[config.mk]
export PLATFORM = sky130hd
export DESIGN_NAME = http_request_header_parser
export DESIGN_NICKNAME = d
export VERILOG_FILES = /design/src/rtl/core/hrp_pkg.sv /design/src/rtl/core/http_request_header_parser.sv /design/src/rtl/core/hrp_front.sv /design/src/rtl/core/hrp_queue.sv
export VERILOG_INCLUDE_DIRS = /design/src /design/src/rtl/core
export SDC_FILE = /design/constraint.sdc
export NUM_CORES = 1
export LEC_CHECK = 0
export ABC_AREA = 1
export ABC_CLOCK_PERIOD_IN_PS = 12750
export BUFFER_PORTS_ARGS = -buffer_cell sky130_fd_sc_hd__buf_4
export CAP_MARGIN = 20
export CORE_MARGIN = 10
export CORE_UTILIZATION = 45
export CTS_BUF_LIST = sky130_fd_sc_hd__clkbuf_16
export DETAILED_ROUTE_END_ITERATION = 6
export SYNTH_ARGS = -nofsm -noshare
export SYNTH_HDL_FRONTEND = slang
export SYNTH_HIERARCHICAL = 1
export SYNTH_SLANG_ARGS = --single-unit
[constraint.sdc]
create_clock -name i_clk -period 12.75 [get_ports i_clk]
set_input_delay 0.6375 -clock i_clk [delete_from_list [all_inputs] [get_ports i_clk]]
set_output_delay 0.6375 -clock i_clk [all_outputs]
set_load 0.02 [all_outputs]
[src/rtl/core/http_request_header_parser_macros.svh]
// Assertion macros for the HTTP request header parser.
// No dependencies.
`ifndef HTTP_REQUEST_HEADER_PARSER_MACROS_SVH
`define HTTP_REQUEST_HEADER_PARSER_MACROS_SVH
// Implication checked on every rising clock edge outside reset.
`define HRP_ASSERT_IMP(lbl, clk, rst_n, a, c) \
    lbl: assert property (@(posedge clk) disable iff (!rst_n) (a) |-> (c)) \
        else $error("assertion failed");
// Next-cycle implication checked outside reset.
`define HRP_ASSERT_NEXT(lbl, clk, rst_n, a, c) \
    lbl: assert property (@(posedge clk) disable iff (!rst_n) (a) |=> (c)) \
        else $error("assertion failed");
`endif

[src/rtl/core/hrp_pkg.sv]
// Shared types and constants for the HTTP request header parser.
// No dependencies.
package hrp_pkg;
    localparam int MAX_HEADER_BYTES = 8192;
    localparam int MAX_BODY_BYTES   = 16384;
    localparam logic [14:0] LEN_SAT = 15'd32767;
    localparam int NAME_LEN = 15;
    localparam int QDEPTH   = 4;
    localparam int QAW      = 2;

    typedef enum logic [1:0] {PH_LINE, PH_HDR, PH_BODY, PH_IGN} t_phase;
    typedef enum logic [1:0] {VP_OFF, VP_NAME, VP_PRE, VP_DIG} t_vphase;
    typedef enum logic [2:0] {
        CL_METHOD, CL_PATH, CL_LINE, CL_HEADER, CL_BODY, CL_IGNORED
    } t_class;
    typedef enum logic [1:0] {ER_NONE, ER_HDR_LONG, ER_BAD_LINE, ER_BODY_LONG} t_err;
    typedef enum logic {CFG_HEADER_LIMIT, CFG_BODY_LIMIT} t_cfg_idx;

    typedef struct packed {
        t_class      byte_class;
        logic [7:0]  out_byte;
        logic        header_done;
        logic [14:0] body_len;
        logic        last;
        t_err        error;
    } t_result;

    function automatic logic [7:0] name_char(input logic [3:0] i);
        case (i)
            4'd0:  name_char = "c";
            4'd1:  name_char = "o";
            4'd2:  name_char = "n";
            4'd3:  name_char = "t";
            4'd4:  name_char = "e";
            4'd5:  name_char = "n";
            4'd6:  name_char = "t";
            4'd7:  name_char = "-";
            4'd8:  name_char = "l";
            4'd9:  name_char = "e";
            4'd10: name_char = "n";
            4'd11: name_char = "g";
            4'd12: name_char = "t";
            4'd13: name_char = "h";
            4'd14: name_char = ":";
            default: name_char = 8'h00;
        endcase
    endfunction
endpackage

[src/rtl/core/http_request_header_parser.sv]
// Top level of the HTTP request header parser: config registers, front, queue.
// Depends on hrp_pkg, hrp_front and hrp_queue.
//  channel   dir   handshake                fields
//  request   in    i_push / o_full          i_start_req, i_in_byte
//  result    out   o_empty / i_pop          o_byte_class .. o_error
//  config    in    i_cfg_valid / o_cfg_ready i_cfg_index, i_cfg_data
// One byte per cycle while o_full is low. Parse state updates in the front part;
// a 4-entry queue decouples it from the result side, and each result reaches
// the outputs from the queue once earlier ones are popped. Synchronous active-low
// reset, no clearing pass. full rises only when four results wait unpopped.
module http_request_header_parser (
    input  logic        i_clk,
    input  logic        i_rst_n,
    input  logic        i_push,
    output logic        o_full,
    input  logic        i_start_req,
    input  logic [7:0]  i_in_byte,
    output logic        o_empty,
    input  logic        i_pop,
    output logic [2:0]  o_byte_class,
    output logic [7:0]  o_out_byte,
    output logic        o_header_done,
    output logic [14:0] o_body_len,
    output logic        o_last,
    output logic [1:0]  o_error,
    input  logic        i_cfg_valid,
    output logic        o_cfg_ready,
    input  logic        i_cfg_index,
    input  logic [14:0] i_cfg_data
);
    import hrp_pkg::*;

    logic [13:0] r_hlim_raw;
    logic [14:0] r_blim_raw;
    logic [13:0] hlim;
    logic [14:0] blim;
    t_result     res, qout;
    logic        acc;

    assign o_cfg_ready = 1'b1;
    assign acc = i_push && !o_full;
    assign hlim = (r_hlim_raw > 14'(MAX_HEADER_BYTES)) ? 14'(MAX_HEADER_BYTES) :
                  (r_hlim_raw > 14'd16383) ? 14'd16383 : r_hlim_raw;
    assign blim = (r_blim_raw > 15'(MAX_BODY_BYTES)) ? 15'(MAX_BODY_BYTES) :
                  (r_blim_raw > 15'd32766) ? 15'd32766 : r_blim_raw;

    always_ff @(posedge i_clk) begin
        if (!i_rst_n) begin
            r_hlim_raw <= 14'd8192;
            r_blim_raw <= 15'd16384;
        end else if (i_cfg_valid) begin
            case (t_cfg_idx'(i_cfg_index))
                CFG_HEADER_LIMIT: r_hlim_raw <= i_cfg_data[13:0];
                CFG_BODY_LIMIT:   r_blim_raw <= i_cfg_data;
                default: ;
            endcase
        end
    end

    hrp_front u_front (
        .i_clk(i_clk), .i_rst_n(i_rst_n), .i_req(acc),
        .i_start_req(i_start_req), .i_in_byte(i_in_byte),
        .i_hlim(hlim), .i_blim(blim), .o_res(res)
    );

    hrp_queue u_queue (
        .i_clk(i_clk), .i_rst_n(i_rst_n), .i_push(acc), .i_data(res),
        .o_full(o_full), .i_pop(i_pop), .o_empty(o_empty), .o_data(qout)
    );

    assign o_byte_class     = qout.byte_class;
    assign o_out_byte       = qout.out_byte;
    assign o_header_done    = qout.header_done;
    assign o_body_len       = qout.body_len;
    assign o_last           = qout.last;
    assign o_error          = qout.error;
endmodule

[src/rtl/core/hrp_front.sv]
// Front part: classifies each byte and updates the request parse state.
// Depends on hrp_pkg.
module hrp_front (
    input  logic            i_clk,
    input  logic            i_rst_n,
    input  logic            i_req,
    input  logic            i_start_req,
    input  logic [7:0]      i_in_byte,
    input  logic [13:0]     i_hlim,
    input  logic [14:0]     i_blim,
    output hrp_pkg::t_result o_res
);
    import hrp_pkg::*;

    t_phase      r_phase, n_phase;
    logic [13:0] r_hcnt, n_hcnt;
    logic [1:0]  r_trun, n_trun;
    logic [1:0]  r_spc, n_spc;
    logic        r_skip, n_skip;
    logic [3:0]  r_midx, n_midx;
    t_vphase     r_vph, n_vph;
    logic        r_neg, n_neg;
    logic [14:0] r_len, n_len;
    logic [14:0] r_rem, n_rem;

    logic [7:0]  b, lc;
    logic        term, ws, dig;
    logic [18:0] mul;
    logic [14:0] dval;

    always_ff @(posedge i_clk) begin
        if (!i_rst_n) begin
            r_phase <= PH_LINE;
            r_hcnt  <= '0;
            r_trun  <= '0;
            r_spc   <= '0;
            r_skip  <= 1'b0;
            r_midx  <= '0;
            r_vph   <= VP_OFF;
            r_neg   <= 1'b0;
            r_len   <= '0;
            r_rem   <= '0;
        end else if (i_req) begin
            r_phase <= n_phase;
            r_hcnt  <= n_hcnt;
            r_trun  <= n_trun;
            r_spc   <= n_spc;
            r_skip  <= n_skip;
            r_midx  <= n_midx;
            r_vph   <= n_vph;
            r_neg   <= n_neg;
            r_len   <= n_len;
            r_rem   <= n_rem;
        end
    end

    always_comb begin
        b    = i_in_byte;
        lc   = (b >= "A" && b <= "Z") ? b + 8'd32 : b;
        ws   = (b == " ") || (b == 8'h09) || (b == 8'h0A) || (b == 8'h0B) || (b == 8'h0C);
        dig  = (b >= "0") && (b <= "9");
        term = 1'b0;
        o_res = '{CL_IGNORED, b, 1'b0, 15'd0, 1'b0, ER_NONE};
        n_phase = r_phase; n_hcnt = r_hcnt; n_trun = r_trun; n_spc = r_spc;
        n_skip = r_skip; n_midx = r_midx; n_vph = r_vph; n_neg = r_neg;
        n_len = r_len; n_rem = r_rem;
        if (i_start_req) begin
            n_phase = PH_LINE; n_hcnt = '0; n_trun = '0; n_spc = '0; n_skip = 1'b0;
            n_midx = '0; n_vph = VP_OFF; n_neg = 1'b0; n_len = '0; n_rem = '0;
        end
        mul  = {1'b0, n_len, 3'b000} + {3'b000, n_len, 1'b0} + {11'd0, b - 8'd48};
        dval = (mul > {4'd0, LEN_SAT}) ? LEN_SAT : mul[14:0];
        case (n_phase)
            PH_BODY: begin
                o_res.byte_class = CL_BODY;
                if (n_rem != '0) n_rem = n_rem - 15'd1;
                if (n_rem == '0) begin
                    o_res.last = 1'b1;
                    n_phase = PH_IGN;
                end
            end
            PH_LINE, PH_HDR: begin
                n_hcnt = n_hcnt + 14'd1;
                if (b == 8'h0D) n_trun = (n_trun == 2'd2) ? 2'd3 : 2'd1;
                else if (b == 8'h0A) begin
                    if (n_trun == 2'd3) begin
                        term = 1'b1;
                        n_trun = '0;
                    end else n_trun = (n_trun == 2'd1) ? 2'd2 : 2'd0;
                end else n_trun = '0;
                if (n_phase == PH_LINE) begin
                    if (b == 8'h0D) begin
                        o_res.byte_class = CL_LINE;
                        if (n_spc < 2'd2) o_res.error = ER_BAD_LINE;
                        else begin
                            n_phase = PH_HDR; n_skip = 1'b1; n_midx = '0; n_vph = VP_NAME;
                        end
                    end else if (b == " ") begin
                        o_res.byte_class = CL_LINE;
                        if (n_spc < 2'd2) n_spc = n_spc + 2'd1;
                    end else begin
                        o_res.byte_class = (n_spc == 2'd0) ? CL_METHOD :
                                           (n_spc == 2'd1) ? CL_PATH : CL_LINE;
                    end
                end else begin
                    o_res.byte_class = CL_HEADER;
                    if (b == 8'h0D) begin
                        n_skip = 1'b1; n_midx = '0; n_vph = VP_NAME;
                    end else if (n_skip) n_skip = 1'b0;
                    else begin
                        case (n_vph)
                            VP_NAME: begin
                                if (lc == name_char(n_midx)) begin
                                    n_midx = n_midx + 4'd1;
                                    if (n_midx == 4'(NAME_LEN)) begin
                                        n_vph = VP_PRE; n_len = '0; n_neg = 1'b0;
                                        n_rem = '0;
                                    end
                                end else n_vph = VP_OFF;
                            end
                            VP_PRE: begin
                                if (ws) begin
                                end else if (b == "+" || b == "-") begin
                                    n_neg = (b == "-");
                                    n_vph = VP_DIG;
                                    n_rem = (n_neg && n_len != '0) ? LEN_SAT : n_len;
                                end else if (dig) begin
                                    n_vph = VP_DIG;
                                    n_len = dval;
                                    n_rem = (n_neg && n_len != '0) ? LEN_SAT : n_len;
                                end else n_vph = VP_OFF;
                            end
                            VP_DIG: begin
                                if (dig) begin
                                    n_len = dval;
                                    n_rem = (n_neg && n_len != '0) ? LEN_SAT : n_len;
                                end else n_vph = VP_OFF;
                            end
                            default: ;
                        endcase
                    end
                end
                if (term) begin
                    o_res.header_done = 1'b1;
                    o_res.error = ER_NONE;
                    if (n_rem > i_blim) begin
                        o_res.error = ER_BODY_LONG; o_res.last = 1'b1; n_phase = PH_IGN;
                    end else begin
                        o_res.body_len = n_rem;
                        if (n_rem == '0) begin
                            o_res.last = 1'b1; n_phase = PH_IGN;
                        end else n_phase = PH_BODY;
                    end
                end else begin
                    if (o_res.error == ER_NONE && n_hcnt >= i_hlim)
                        o_res.error = ER_HDR_LONG;
                    if (o_res.error != ER_NONE) begin
                        o_res.last = 1'b1; n_phase = PH_IGN;
                    end
                end
            end
            default: ;
        endcase
    end
endmodule

[src/rtl/core/hrp_queue.sv]
// Result queue between the front part and the output ports.
// Depends on hrp_pkg and the assertion macro header.
module hrp_queue (
    input  logic             i_clk,
    input  logic             i_rst_n,
    input  logic             i_push,
    input  hrp_pkg::t_result i_data,
    output logic             o_full,
    input  logic             i_pop,
    output logic             o_empty,
    output hrp_pkg::t_result o_data
);
    import hrp_pkg::*;
    `include "http_request_header_parser_macros.svh"

    t_result        r_mem [QDEPTH];
    logic [QAW-1:0] r_wp, r_rp;
    logic [QAW:0]   r_cnt;
    logic           do_push, do_pop;

    assign o_full  = (r_cnt == (QAW+1)'(QDEPTH));
    assign o_empty = (r_cnt == '0);
    assign do_push = i_push && !o_full;
    assign do_pop  = i_pop && !o_empty;
    assign o_data  = r_mem[r_rp];

    always_ff @(posedge i_clk) begin
        if (do_push) r_mem[r_wp] <= i_data;
    end

    always_ff @(posedge i_clk) begin
        if (!i_rst_n) begin
            r_wp <= '0; r_rp <= '0; r_cnt <= '0;
        end else begin
            if (do_push) r_wp <= r_wp + 1'b1;
            if (do_pop) r_rp <= r_rp + 1'b1;
            r_cnt <= r_cnt + (QAW+1)'(do_push) - (QAW+1)'(do_pop);
        end
    end

    `HRP_ASSERT_IMP(a_cnt_bound, i_clk, i_rst_n, 1'b1, r_cnt <= (QAW+1)'(QDEPTH))
    `HRP_ASSERT_IMP(a_ptr_gap, i_clk, i_rst_n, 1'b1, r_wp == r_rp + r_cnt[QAW-1:0])
    `HRP_ASSERT_NEXT(a_push_only, i_clk, i_rst_n, do_push && !do_pop, !o_empty)
endmodule

==> impl_metrics.env <==
export IMPL_status="finished, final reports clean"
export IMPL_groute_usage_overall=0.1971
export IMPL_powerDensity_nw_per_um2=155.7
export IMPL_io_buffer_count=61
export IMPL_detail_route_drc_violations=0
export IMPL_via_to_cell_ratio=5.382
export IMPL_final_layout_size_suffix_gt1_frac=0.08082
export IMPL_worst_clock_skew_on_the_final_layout_ns=0.01402
export IMPL_area_delta_synth_final_pct=9.372
export IMPL_synth_largest_area_cell="sky130_fd_sc_hd__edfxtp_1"
export IMPL_finalSetupViolCount=0
export IMPL_die_height_um=201.3
export IMPL_fp_dieArea_um2=40530
export IMPL_core_rowCount=66
export IMPL_total_leakage_power_nw=7.169
export IMPL_critical_path_capture_point_type="flip-flop"
export IMPL_avgSynthCellArea_um2=7.294
export IMPL_async_reset_ff_frac=0
export IMPL_postSynthNetCount=2146
export IMPL_post_synthesis_instance_area_um2=14790
export IMPL_critical_path_required_ns=13.08
export IMPL_global_route_overflow_total=0
export IMPL_cts_root_buf="sky130_fd_sc_hd__clkbuf_16"
export IMPL_route_vias_total=13434
export IMPL_cts_htree_levels=1
export IMPL_die_w_um=201.3
export IMPL_cts_root_to_sink_buffers=3
export IMPL_worst_setup_path_start_kind="input port"
export IMPL_initial_utilization=0.4558
export IMPL_slew_viols_final=0
export IMPL_place_gp_congestion=0.9177
export IMPL_clk_pin_slew_ns=0.06
export IMPL_synth_edf_count=120
export IMPL_fmax_mhz=146.2
export IMPL_totalWireLength_um=41720
export IMPL_cpPeakStageDelay_ns=0.56
export IMPL_placed_area_um2=15350
export IMPL_place_hpwl_um=29990
export IMPL_synth_flop_cell="sky130_fd_sc_hd__edfxtp_1"
export IMPL_synth_top_cell_area_share=0.2436
export IMPL_min_delay_path_class="input port to flip-flop"
export IMPL_n_fill_cell=3238
export IMPL_fin_crit_sh=0.5366
export IMPL_worst_path_max_delay_cell="sky130_fd_sc_hd__inv_2"
export IMPL_antenna_violations_before_repair=0
export IMPL_final_design_area_no_fill_um2=16180
export IMPL_crit_fanout=33
export IMPL_cp_class="input port to flip-flop"
export IMPL_design_core_area_um2=32450
export IMPL_post_cts_resize_count=0
export IMPL_postCtsSetupRepairBufs=0
export IMPL_number_of_global_route_vias_before_repair=12761
export IMPL_clock_latency_on_the_worst_skew_pair_ns=0.53
export IMPL_tightest_slew_ns=1.038
export IMPL_hold_buffers=0
export IMPL_drt_initial_drc_count=1005
export IMPL_design_final_nets=2153
export IMPL_setup_tns_final_ns=0
export IMPL_ioPinCount=63
export IMPL_netlist_cell_types=59
export IMPL_antenna_left=0
export IMPL_wl_per_cell_um=16.72
export IMPL_worst_ep_arrival_time_ns=7.17
export IMPL_synth_seq_cells=216
export IMPL_synth_top_cells_by_area="sky130_fd_sc_hd__edfxtp_1 24%, sky130_fd_sc_hd__dfxtp_1 13%, sky130_fd_sc_hd__nand2_1 10%"
export IMPL_synth_seq_area_share=0.3735
export IMPL_max_cap_violations=0
export IMPL_power_ir_vdd_worst_mv=0.09142
export IMPL_cts_sink_count=216
export IMPL_maximum_number_of_pins_on_one_net_before_global_route_repair=74
export IMPL_drt_first_pass_iters=5
export IMPL_critical_path_top_cell_by_count="sky130_fd_sc_hd__nand2_1"
export IMPL_grt_first_pass_wirelength_um=67160
export IMPL_cts_inserted_buffers=25
export IMPL_yosysWarnings=6
export IMPL_slew_limit_headroom=0.3032
export IMPL_postSynthCellCount=2028
export IMPL_ant_diodes=0
export IMPL_cts_tree="yes"
export IMPL_hold_viol_final=0
export IMPL_period_needed_ns=6.842
export IMPL_setup_repair_after_global_routing_missed_its_margin="no"
## cell usage in the layout, fill, tap and decap left out, drive strengths merged, types with 2 or more instances in the layout
master,n
nand2,421
inv,316
nor2,247
o21ai,183
a21oi,145
edfxtp,120
nand3,100
dfxtp,96
ha,81
buf,71
o211ai,43
o22ai,38
xor2,27
clkbuf,25
nor3,19
nand4,18
clkinv,13
a41oi,9
a211oi,8
a31oi,7
fa,7
a22oi,6
o221ai,6
a221oi,6
nor4,6
nand3b,4
bufinv,3
clkinvlp,3
xnor2,3
and2,3
o41ai,3
o31ai,2
a21o,2
o2111ai,2
a21boi,2
## final timing paths
| path | startpoint | endpoint | slack, ns | cells after the start |
|---|---|---|---|---|
| min | i_cfg_data[14] | r_blim_raw[14] | 0.33 | 3 |
| max reg2reg | u_front/r_len[6] | u_queue/r_mem[2][16] | 6.23 | 38 |
| max | i_start_req | u_queue/r_mem[2][16] | 5.91 | 38 |
| min reg2reg | u_front/r_len[2] | u_front/r_len[2] | 0.47 | 2 |
## power breakdown
| group | switching, W | leakage, nW | internal, W |
|---|---|---|---|
| clock network | 0.000298 | 0.406 | 0.000423 |
| registers | 0.0000439 | 1.90 | 0.000848 |
| logic | 0.000610 | 4.86 | 0.000296 |
| total | 0.000952 | 7.17 | 0.00157 |
## flip-flops by register name (all words and copies together), names as in the netlist, named ones only
register	cells
r_blim_raw	15
r_hlim_raw	14
u_front/r_hcnt	14
u_front/r_len	15
u_front/r_midx	4
u_front/r_neg	1
u_front/r_phase	2
u_front/r_rem	15
u_front/r_skip	1
u_front/r_spc	2
u_front/r_trun	2
u_front/r_vph	2
u_queue/r_cnt	3
u_queue/r_mem	120
u_queue/r_rp	2
u_queue/r_wp	2
## per-stage QoR
step / hold WS [ns] / util / total power [W] / setup WS, ns / cells
finish: 0.3343 / 0.4985 / 0.002520 / 5.908 / 2496
global placement: 0.4533 / 0.4729 / 0.001797 / 5.744 / 2450
detailed placement: 0.4581 / 0.4729 / 0.001808 / 5.512 / 2450
global route: 0.3409 / 0.4985 / 0.002678 / 5.254 / 2496
floorplan: 0.4413 / - / 0.001546 / 7.303 / 2028
CTS: 0.3104 / 0.4985 / 0.002534 / 6.046 / 2496
## critical path: cells and delay by family
| family | cells | cell delay [ns] |
|---|---|---|
| and+or+nand+nor | 19 | 2.44 |
| buffers and inverters | 6 | 1.52 |
| adders and majority gates | 3 | 1.17 |
| AOI/OAI and AO/OA | 10 | 1.31 |
## synthesized netlist by cell type (3+ instances only)
library cell and number:
sky130_fd_sc_hd__clkbuf_1 36, sky130_fd_sc_hd__and2_1 3, sky130_fd_sc_hd__ha_1 81, sky130_fd_sc_hd__inv_1 302, sky130_fd_sc_hd__a21oi_1 142, sky130_fd_sc_hd__edfxtp_1 120, sky130_fd_sc_hd__nand4_1 18, sky130_fd_sc_hd__xnor2_1 3
sky130_fd_sc_hd__a211oi_1 8, sky130_fd_sc_hd__nand2_2 9, sky130_fd_sc_hd__nand3b_1 4, sky130_fd_sc_hd__nand2_1 410, sky130_fd_sc_hd__nor4_1 5, sky130_fd_sc_hd__a221oi_1 6, sky130_fd_sc_hd__o41ai_1 3, sky130_fd_sc_hd__xor2_1 27
sky130_fd_sc_hd__nand3_1 97, sky130_fd_sc_hd__o21ai_1 37, sky130_fd_sc_hd__a31oi_1 7, sky130_fd_sc_hd__buf_6 15, sky130_fd_sc_hd__a21oi_2 3, sky130_fd_sc_hd__buf_2 20, sky130_fd_sc_hd__nor2_1 235, sky130_fd_sc_hd__o211ai_1 42
sky130_fd_sc_hd__nor3_1 18, sky130_fd_sc_hd__inv_2 9, sky130_fd_sc_hd__buf_4 18, sky130_fd_sc_hd__nand3_2 3, sky130_fd_sc_hd__o21ai_0 145, sky130_fd_sc_hd__nor2_2 10, sky130_fd_sc_hd__dfxtp_1 96, sky130_fd_sc_hd__fa_1 7
sky130_fd_sc_hd__o22ai_1 38, sky130_fd_sc_hd__a22oi_1 6, sky130_fd_sc_hd__o221ai_1 6, sky130_fd_sc_hd__a41oi_1 9
## area by class of cell
| type | instances | area, µm² | area share |
|---|---|---|---|
| sequential | 216 | 5527 | 0.3416 |
| clock buffer | 25 | 625.6 | 0.03867 |
| multi-input combinational | 1407 | 7550 | 0.4666 |
| timing repair buffer | 71 | 533.0 | 0.03294 |
| inverter | 314 | 1186 | 0.07331 |
| tap | 442 | 553.0 | 0.03418 |
| clock inverter | 21 | 205.2 | 0.01268 |
## routing by layer
| layer | up-vias | part of all wire | global-route usage |
|---|---|---|---|
| met3 | 50 | 0.058 | 0.02892 |
| met5 | - | 0 | 0 |
| li1 | 6763 | - | - |
| met2 | 356 | 0.48 | 0.3375 |
| met4 | 0 | 0.014 | 0.04027 |
| met1 | 6265 | 0.45 | 0.2589 |
## logic make-up after synthesis
logic type,after synthesis,synth area share
compound gates,467,0.1818
xor+xnor,30,0.01776
fa+ha+maj,88,0.07798
buf+inv,405,0.1171
flops,216,0.3735
other cells,1,0.0002535
simple gates,821,0.2316
(Power assumes the default switching activity.)
